--- config.mk ---
export PLATFORM = sky130hd
export DESIGN_NAME = date_difference_days_top
export DESIGN_NICKNAME = d
export VERILOG_FILES = /design/src/rtl/core/ddd_pkg.sv /design/src/rtl/core/ddd_pipe_ctl.sv /design/src/rtl/core/ddd_day_number.sv /design/src/rtl/core/date_difference_days_top.sv
export SDC_FILE = /design/constraint.sdc
export NUM_CORES = 2
export LEC_CHECK = 0
export ABC_AREA = 1
export ABC_CLOCK_PERIOD_IN_PS = 22200
export BUFFER_PORTS_ARGS = -buffer_cell sky130_fd_sc_hd__buf_2
export CORE_MARGIN = 4
export CORE_UTILIZATION = 39
export DETAILED_ROUTE_END_ITERATION = 8
export GPL_ROUTABILITY_DRIVEN = 0
export PLACE_DENSITY_LB_ADDON = 0.2
export SETUP_SLACK_MARGIN = 0.3
export SYNTH_ARGS = -nofsm -noshare
export SYNTH_HDL_FRONTEND = slang
export SYNTH_SLANG_ARGS = --single-unit
export TNS_END_PERCENT = 10
--- constraint.sdc ---
create_clock -name clk -period 22.2 [get_ports clk]
set_input_delay 3.33 -clock clk [delete_from_list [all_inputs] [get_ports clk]]
set_output_delay 3.33 -clock clk [all_outputs]
set_load 0.1 [all_outputs]
--- src/rtl/core/ddd_pkg.sv ---
package ddd_pkg;

  // Field widths of one word on either side.
  localparam int unsigned YEAR_W  = 14;
  localparam int unsigned MONTH_W = 4;
  localparam int unsigned DAY_W   = 5;
  localparam int unsigned COUNT_W = 22;
  localparam int unsigned IN_TDATA_W  = 48;
  localparam int unsigned OUT_TDATA_W = 24;

  // Years above this bound are clamped to it.
  localparam logic [YEAR_W-1:0] MAX_YEAR = YEAR_W'(9999);

  // Calendar constants.
  localparam logic [8:0] DAYS_COMMON_YEAR = 9'd365;
  localparam logic [6:0] YEARS_CENTURY    = 7'd100;
  localparam logic [MONTH_W-1:0] MONTH_MARCH = MONTH_W'(3);

  // Division by 100 as a multiply by a scaled reciprocal, exact for values
  // below 43690, which covers every year operand used here.
  localparam int unsigned PROD_W     = 28;
  localparam int unsigned DIV_SHIFT  = 19;
  localparam int unsigned QUOT_W     = 8;
  localparam logic [12:0] RECIP_100  = 13'd5243;

  // Days of a common year before the first day of each month code.
  localparam logic [8:0] DAYS_BEFORE_MONTH [16] = '{
    9'd0,   9'd0,   9'd31,  9'd59,  9'd90,  9'd120, 9'd151, 9'd181,
    9'd212, 9'd243, 9'd273, 9'd304, 9'd334, 9'd365, 9'd365, 9'd365
  };

  // Load enables of the five pipeline stages.
  typedef struct packed {
    logic s1;
    logic s2;
    logic s3;
    logic s4;
    logic s5;
  } stage_en_t;

endpackage

--- src/rtl/core/ddd_pipe_ctl.sv ---
module ddd_pipe_ctl (
  input  logic               clk,
  input  logic               rst_n,
  input  logic               in_tvalid,
  output logic               in_tready,
  output logic               out_tvalid,
  input  logic               out_tready,
  output ddd_pkg::stage_en_t stage_en
);

  logic [4:0] vld_r;
  logic [4:0] vld_nxt;
  logic [4:0] ld;
  logic [4:0] prev_vld;

  // A stage loads when it is empty or when its word moves on this cycle.
  always_comb begin
    ld[4] = !vld_r[4] || out_tready;
    for (int k = 3; k >= 0; k--) begin
      ld[k] = !vld_r[k] || ld[k+1];
    end
  end

  assign prev_vld = {vld_r[3:0], in_tvalid};

  always_comb begin
    for (int k = 0; k < 5; k++) begin
      vld_nxt[k] = ld[k] ? prev_vld[k] : vld_r[k];
    end
  end

  always_ff @(posedge clk) begin
    if (!rst_n) begin
      vld_r <= '0;
    end else begin
      vld_r <= vld_nxt;
    end
  end

  assign in_tready   = ld[0];
  assign out_tvalid  = vld_r[4];
  assign stage_en.s1 = ld[0];
  assign stage_en.s2 = ld[1];
  assign stage_en.s3 = ld[2];
  assign stage_en.s4 = ld[3];
  assign stage_en.s5 = ld[4];

endmodule

--- src/rtl/core/ddd_day_number.sv ---
module ddd_day_number (
  input  logic                               clk,
  input  ddd_pkg::stage_en_t                 stage_en,
  input  logic [ddd_pkg::YEAR_W-1:0]         year,
  input  logic [ddd_pkg::MONTH_W-1:0]        month,
  input  logic [ddd_pkg::DAY_W-1:0]          day,
  output logic [ddd_pkg::COUNT_W-1:0]        day_num
);

  localparam int unsigned YW = ddd_pkg::YEAR_W;
  localparam int unsigned PW = ddd_pkg::PROD_W;
  localparam int unsigned QW = ddd_pkg::QUOT_W;
  localparam int unsigned CW = ddd_pkg::COUNT_W;

  // Stage 1: clamp the year and start the three divisions by 100.
  logic [YW-1:0]               y_sat;
  logic [YW-1:0]               y_r;
  logic [ddd_pkg::MONTH_W-1:0] m_r;
  logic [ddd_pkg::DAY_W-1:0]   d_r;
  logic [PW-1:0]               p_y_r;
  logic [PW-1:0]               p_c_r;
  logic [PW-1:0]               p_q_r;

  assign y_sat = (year > ddd_pkg::MAX_YEAR) ? ddd_pkg::MAX_YEAR : year;

  always_ff @(posedge clk) begin
    if (stage_en.s1) begin
      y_r   <= y_sat;
      m_r   <= month;
      d_r   <= day;
      p_y_r <= PW'(y_sat) * PW'(ddd_pkg::RECIP_100);
      p_c_r <= PW'(PW'(y_sat) + PW'(99)) * PW'(ddd_pkg::RECIP_100);
      p_q_r <= PW'((PW'(y_sat) + PW'(399)) >> 2) * PW'(ddd_pkg::RECIP_100);
    end
  end

  // Stage 2: leap test, year base count and in-year offset.
  logic [QW-1:0] q_y;
  logic [QW-1:0] q_c;
  logic [QW-1:0] q_q;
  logic [YW-1:0] rem_y;
  logic          leap;
  logic [CW-1:0] base_nxt;
  logic [9:0]    ofs_nxt;
  logic [CW-1:0] base_r;
  logic [9:0]    ofs_r;

  assign q_y   = p_y_r[ddd_pkg::DIV_SHIFT +: QW];
  assign q_c   = p_c_r[ddd_pkg::DIV_SHIFT +: QW];
  assign q_q   = p_q_r[ddd_pkg::DIV_SHIFT +: QW];
  assign rem_y = y_r - YW'(YW'(q_y) * YW'(ddd_pkg::YEARS_CENTURY));

  // Leap when divisible by 4 but not 100, or divisible by 400.
  assign leap = ((y_r[1:0] == 2'b00) && (rem_y != '0)) ||
                ((rem_y == '0) && (q_y[1:0] == 2'b00));

  assign base_nxt = CW'(y_r) * CW'(ddd_pkg::DAYS_COMMON_YEAR)
                  + CW'((CW'(y_r) + CW'(3)) >> 2)
                  - CW'(q_c) + CW'(q_q);

  assign ofs_nxt = 10'(ddd_pkg::DAYS_BEFORE_MONTH[m_r]) + 10'(d_r)
                 + 10'(leap && (m_r >= ddd_pkg::MONTH_MARCH));

  always_ff @(posedge clk) begin
    if (stage_en.s2) begin
      base_r <= base_nxt;
      ofs_r  <= ofs_nxt;
    end
  end

  // Stage 3: final day number.
  logic [CW-1:0] num_r;

  always_ff @(posedge clk) begin
    if (stage_en.s3) begin
      num_r <= base_r + CW'(ofs_r);
    end
  end

  assign day_num = num_r;

endmodule

--- src/rtl/core/date_difference_days_top.sv ---
// An accepted input word is registered in stages 1 to 5 before its result word shows.
// Throughput: one word per cycle while out_tready is high; the day-number
// pipeline and subtract stage each take a new word every cycle unless stalled.
// Back-pressure ripples stage by stage, so bubbles fill while a result waits.
// Reset (rst_n low, synchronous) empties the pipeline; the data registers are not reset.
module date_difference_days_top (
  input  logic        clk,
  input  logic        rst_n,
  input  logic        in_tvalid,
  output logic        in_tready,
  // year_a[13:0], month_a[17:14], day_a[22:18], year_b[36:23],
  // month_b[40:37], day_b[45:41], zero fill [47:46]
  input  logic [47:0] in_tdata,
  output logic        out_tvalid,
  input  logic        out_tready,
  // day_count[21:0], zero fill [23:22]
  output logic [23:0] out_tdata
);

  localparam int unsigned CW = ddd_pkg::COUNT_W;

  ddd_pkg::stage_en_t stage_en;
  logic [CW-1:0]      num_a;
  logic [CW-1:0]      num_b;

  ddd_pipe_ctl u_ctl (
    .clk        (clk),
    .rst_n      (rst_n),
    .in_tvalid  (in_tvalid),
    .in_tready  (in_tready),
    .out_tvalid (out_tvalid),
    .out_tready (out_tready),
    .stage_en   (stage_en)
  );

  ddd_day_number u_num_a (
    .clk      (clk),
    .stage_en (stage_en),
    .year     (in_tdata[13:0]),
    .month    (in_tdata[17:14]),
    .day      (in_tdata[22:18]),
    .day_num  (num_a)
  );

  ddd_day_number u_num_b (
    .clk      (clk),
    .stage_en (stage_en),
    .year     (in_tdata[36:23]),
    .month    (in_tdata[40:37]),
    .day      (in_tdata[45:41]),
    .day_num  (num_b)
  );

  // Stage 4: both differences, with the borrow of the first.
  logic [CW:0]   diff_ab_r;
  logic [CW-1:0] diff_ba_r;

  always_ff @(posedge clk) begin
    if (stage_en.s4) begin
      diff_ab_r <= {1'b0, num_a} - {1'b0, num_b};
      diff_ba_r <= num_b - num_a;
    end
  end

  // Stage 5: output register holds the absolute difference.
  logic [CW-1:0] count_r;

  always_ff @(posedge clk) begin
    if (stage_en.s5) begin
      count_r <= diff_ab_r[CW] ? diff_ba_r : diff_ab_r[CW-1:0];
    end
  end

  assign out_tdata = {(ddd_pkg::OUT_TDATA_W - CW)'(0), count_r};

endmodule

==> flow_metrics.py <==
metrics = {
    "global_route": {
        "grt_first_pass_wirelength_mm": 177,
        "grt_overflow": 0,
        "grt_start_max_net_pins": 65,
        "grt_usage_pct": 17.2,
        "grt_antenna_before_repair": 2,
        "first_global_vias": 33906,
    },
    "cts": {
        "cts_tree": "built",
        "cts-root-buf": "clkbuf_16",
        "post_cts_buffers": 0,
        "clk_latency_ns": 0.59,
        "cts_buffers": 31,
        "cts_resized": 0,
        "htreeDepth": 1,
        "cts_hold_buf": 0,
        "clock-sinks": 271,
        "path_clk_slew_ns": 0.06,
        "cts_buffer_depth": 3,
    },
    "worst_setup_path": {
        "path_max_fanout": 20,
        "path_depth": 34,
        "rrSetupSlack_ns": 16.26,
        "crit_slowest_cell": "nor2_1",
        "r2r_cells": 28,
        "cp-end-kind": "flop",
        "r2r_start": "u_num_b.p_y_r[23]",
        "critical_path_class": "in -> reg",
        "slowest_delay_ns": 0.68,
        "arrival_ns": 11.46,
        "crit_start": "in_tdata[28]",
        "rr_endpoint": "u_num_b.ofs_r[8]",
        "critPathBufInv": 8,
        "critical-path-top-delay-family": "adder cells",
        "worst_ep_required_time_ns": 22.54,
        "critPathLaunchType": "input pin",
        "cpMostUsedCell": "nand2_1",
    },
    "timing": {
        "fin_crit_sh_pct": 50.1,
        "fin_setup_tns_ns": 0,
        "max_freq_mhz": 89.9,
        "hold_viol": 0,
        "max_slew_margin_pct": 24.7,
        "report.final.setup_viol": 0,
        "finalCriticalPeriod_ns": 11.12,
        "drv_slew": 0,
        "worst_pin_slew_ns": 1.13,
        "skew_ns": 0.0212,
        "rsz0062_at_grt": "no",
    },
    "detailed_routing": {
        "drt_wl_total_mm": 106,
        "avgRoutedWirePerCell_um": 15.4,
        "drc": 0,
        "dr_total_vias": 32525,
        "drtIter0Drc": 1352,
        "dr.pass1.iters": 5,
        "dr_wl_met3_mm": 2.56,
        "viasPerCell": 4.74,
        "dr.max_layer_used": "met4",
        "wl_met2_mm": 50.0,
        "ant_nets": 0,
        "wl_met1_mm": 51.3,
    },
    "floorplan": {
        "die_area_mm2": 0.125,
        "coreArea_mm2": 0.118,
        "ios": 78,
        "start_util_pct": 39.3,
        "rows": 126,
        "die_w_um": 353,
        "fp.dieH_um": 353,
    },
    "logic_synthesis": {
        "ys_warn_count": 0,
        "synth_flop_cell": "edfxtp_1",
        "syn_area_per_cell_um2": 8.91,
        "synth_edf_count": 266,
        "ys_seq_area_share_pct": 17.4,
        "syn_inst": 5209,
        "synth_cell_types": 59,
        "async_flop_share_pct": 0,
        "synth-seq-cells": 271,
        "synth_area_mm2": 0.0464,
    },
    "final_layout": {
        "drive_gt1_share_pct": 4.08,
        "nets": 6790,
        "fillers": 11715,
        "syn_to_final_growth_pct": 6.93,
        "antennaDiodeCount": 0,
        "finalNonFillerCells": 6856,
        "postLayoutCoreUtil_pct": 42.0,
    },
    "placed_design": {
        "numPortBuffers": 73,
        "dpl.cell_count": 6799,
        "dp_hpwl_mm": 93.6,
    },
    "run_status": {
        "status": "finished, final reports clean",
    },
    "worst_hold_path": {
        "min_from": "diff_ab_r[0]",
        "hold_depth": 0,
        "worstHoldPathType": "reg -> reg",
        "holdPathEnd": "count_r[0]",
    },
    "job": {
        "max-cap-violations": 0,
    },
}
how the worst max path moves through the flow:
stage | endpoint | slack (ns)
2_1_floorplan | in_tready | 10.21
3_3_place_gp | u_num_b.p_c_r[26] | 10.56
3_5_place_dp | u_num_b.p_c_r[26] | 10.53
4_1_cts | u_num_b.p_c_r[26] | 11.12
5_1_grt | u_num_b.p_c_r[26] | 10.42
6_report | u_num_b.p_c_r[26] | 11.08
cell usage after synthesis (33+ instances only):
cell | number | area [um2]
a21oi_1 | 276 | 1380
nand4_1 | 49 | 307
nand3_1 | 158 | 791
nor3_1 | 40 | 200
xor2_1 | 204 | 1790
fa_1 | 517 | 10300
nor2_1 | 221 | 830
nand2_1 | 635 | 2380
inv_1 | 1400 | 5260
a21o_1 | 33 | 248
ha_1 | 925 | 11600
edfxtp_1 | 266 | 7990
o21ai_0 | 161 | 806
xnor2_1 | 65 | 569
layout by cell type (no fill, tap or decap), types with 6 or more instances in the layout:
| master | instances |
|---|---|
| buf_2 | 73 |
| nand2_1 | 634 |
| a211oi_1 | 6 |
| ha_1 | 925 |
| o211ai_1 | 6 |
| o2111ai_1 | 6 |
| o31ai_1 | 7 |
| inv_1 | 1398 |
| clkbuf_16 | 31 |
| clkinv_1 | 6 |
| o21a_1 | 12 |
| edfxtp_1 | 266 |
| clkinvlp_4 | 6 |
| nand3_1 | 158 |
| fa_1 | 517 |
| nand3b_1 | 8 |
| nand4_1 | 49 |
| nor2_1 | 221 |
| mux2_2 | 21 |
| a31o_2 | 6 |
| or2_2 | 13 |
| o21ai_0 | 161 |
| xnor2_1 | 65 |
| a21oi_1 | 276 |
| a31oi_1 | 23 |
| o21bai_1 | 23 |
| xor2_1 | 204 |
| inv_2 | 13 |
| nor4_1 | 13 |
| a21o_1 | 33 |
| nor3_1 | 40 |
| nand2_2 | 14 |
flip-flops by register name (all words and copies together), names as in the netlist, 5 cells and up:
register         cells
u_num_b.y_r         14
u_num_b.base_r      22
diff_ba_r           21
u_num_a.y_r         14
u_num_a.day_num     22
u_num_a.p_q_r        7
u_num_b.p_c_r        8
u_num_b.d_r          5
u_num_a.base_r      22
u_num_b.p_y_r        8
u_num_a.p_c_r        8
u_num_b.day_num     22
count_r             22
u_num_a.d_r          5
u_num_b.ofs_r       10
u_num_a.ofs_r       10
u_num_b.p_q_r        7
diff_ab_r           23
u_num_a.p_y_r        8
u_ctl.vld_r          5
routing by layer:
layer	vias to the layer above	track usage, %
met5	-	0
met4	0	2.79
met3	77	1.12
met2	365	29.8
met1	15461	24.2
li1	16622	-
kinds of logic (layout without fill, tap and decap cells):
logic type / Yosys count / in the layout / synth area share [%]
adder cells (fa/ha/maj): 1442 / 1442 / 47.2
multiplexers: 22 / 22 / 0.531
flip-flops: 271 / 271 / 17.4
other: 1 / 4 / 0.00808
AO/OA/AOI/OAI: 587 / 587 / 7.12
buffers and inverters: 1441 / 1549 / 11.7
XOR/XNOR: 271 / 271 / 5.15
AND/OR/NAND/NOR: 1174 / 1174 / 10.8
final cells by class:
| class | instances | area, um2 | share of cell area (%) |
|---|---|---|---|
| multi-input cells | 3500 | 32900 | 66.3 |
| flip-flops and latches | 271 | 8090 | 16.3 |
| clock inverters | 21 | 211 | 0.426 |
| inverters | 1414 | 5310 | 10.7 |
| clock buffers | 36 | 795 | 1.60 |
| repair buffers | 78 | 403 | 0.812 |
| well taps | 1536 | 1920 | 3.87 |
through the flow:
step | hold WS (ns) | instance area [um2] | setup slack (ns)
floorplan | 0.400 | 46400 | 10.21
global placement | 0.411 | 48600 | 10.56
detailed placement | 0.410 | 48600 | 10.53
CTS | 0.427 | 49600 | 11.12
global route | 0.431 | 49600 | 10.42
finish | 0.426 | 49600 | 11.08
worst reg2reg max path: cells and delay by family, from the launching register on:
kind	cells	cell delay, ns
simple gates	13	1.40
buf+inv	2	0.09
fa+ha+maj	7	2.64
xor+xnor	1	0.15
flops	1	0.47
compound gates	5	1.03
Power is not shown: default switching activity piles up to over one toggle a cycle in this logic, so the estimate is an artifact.
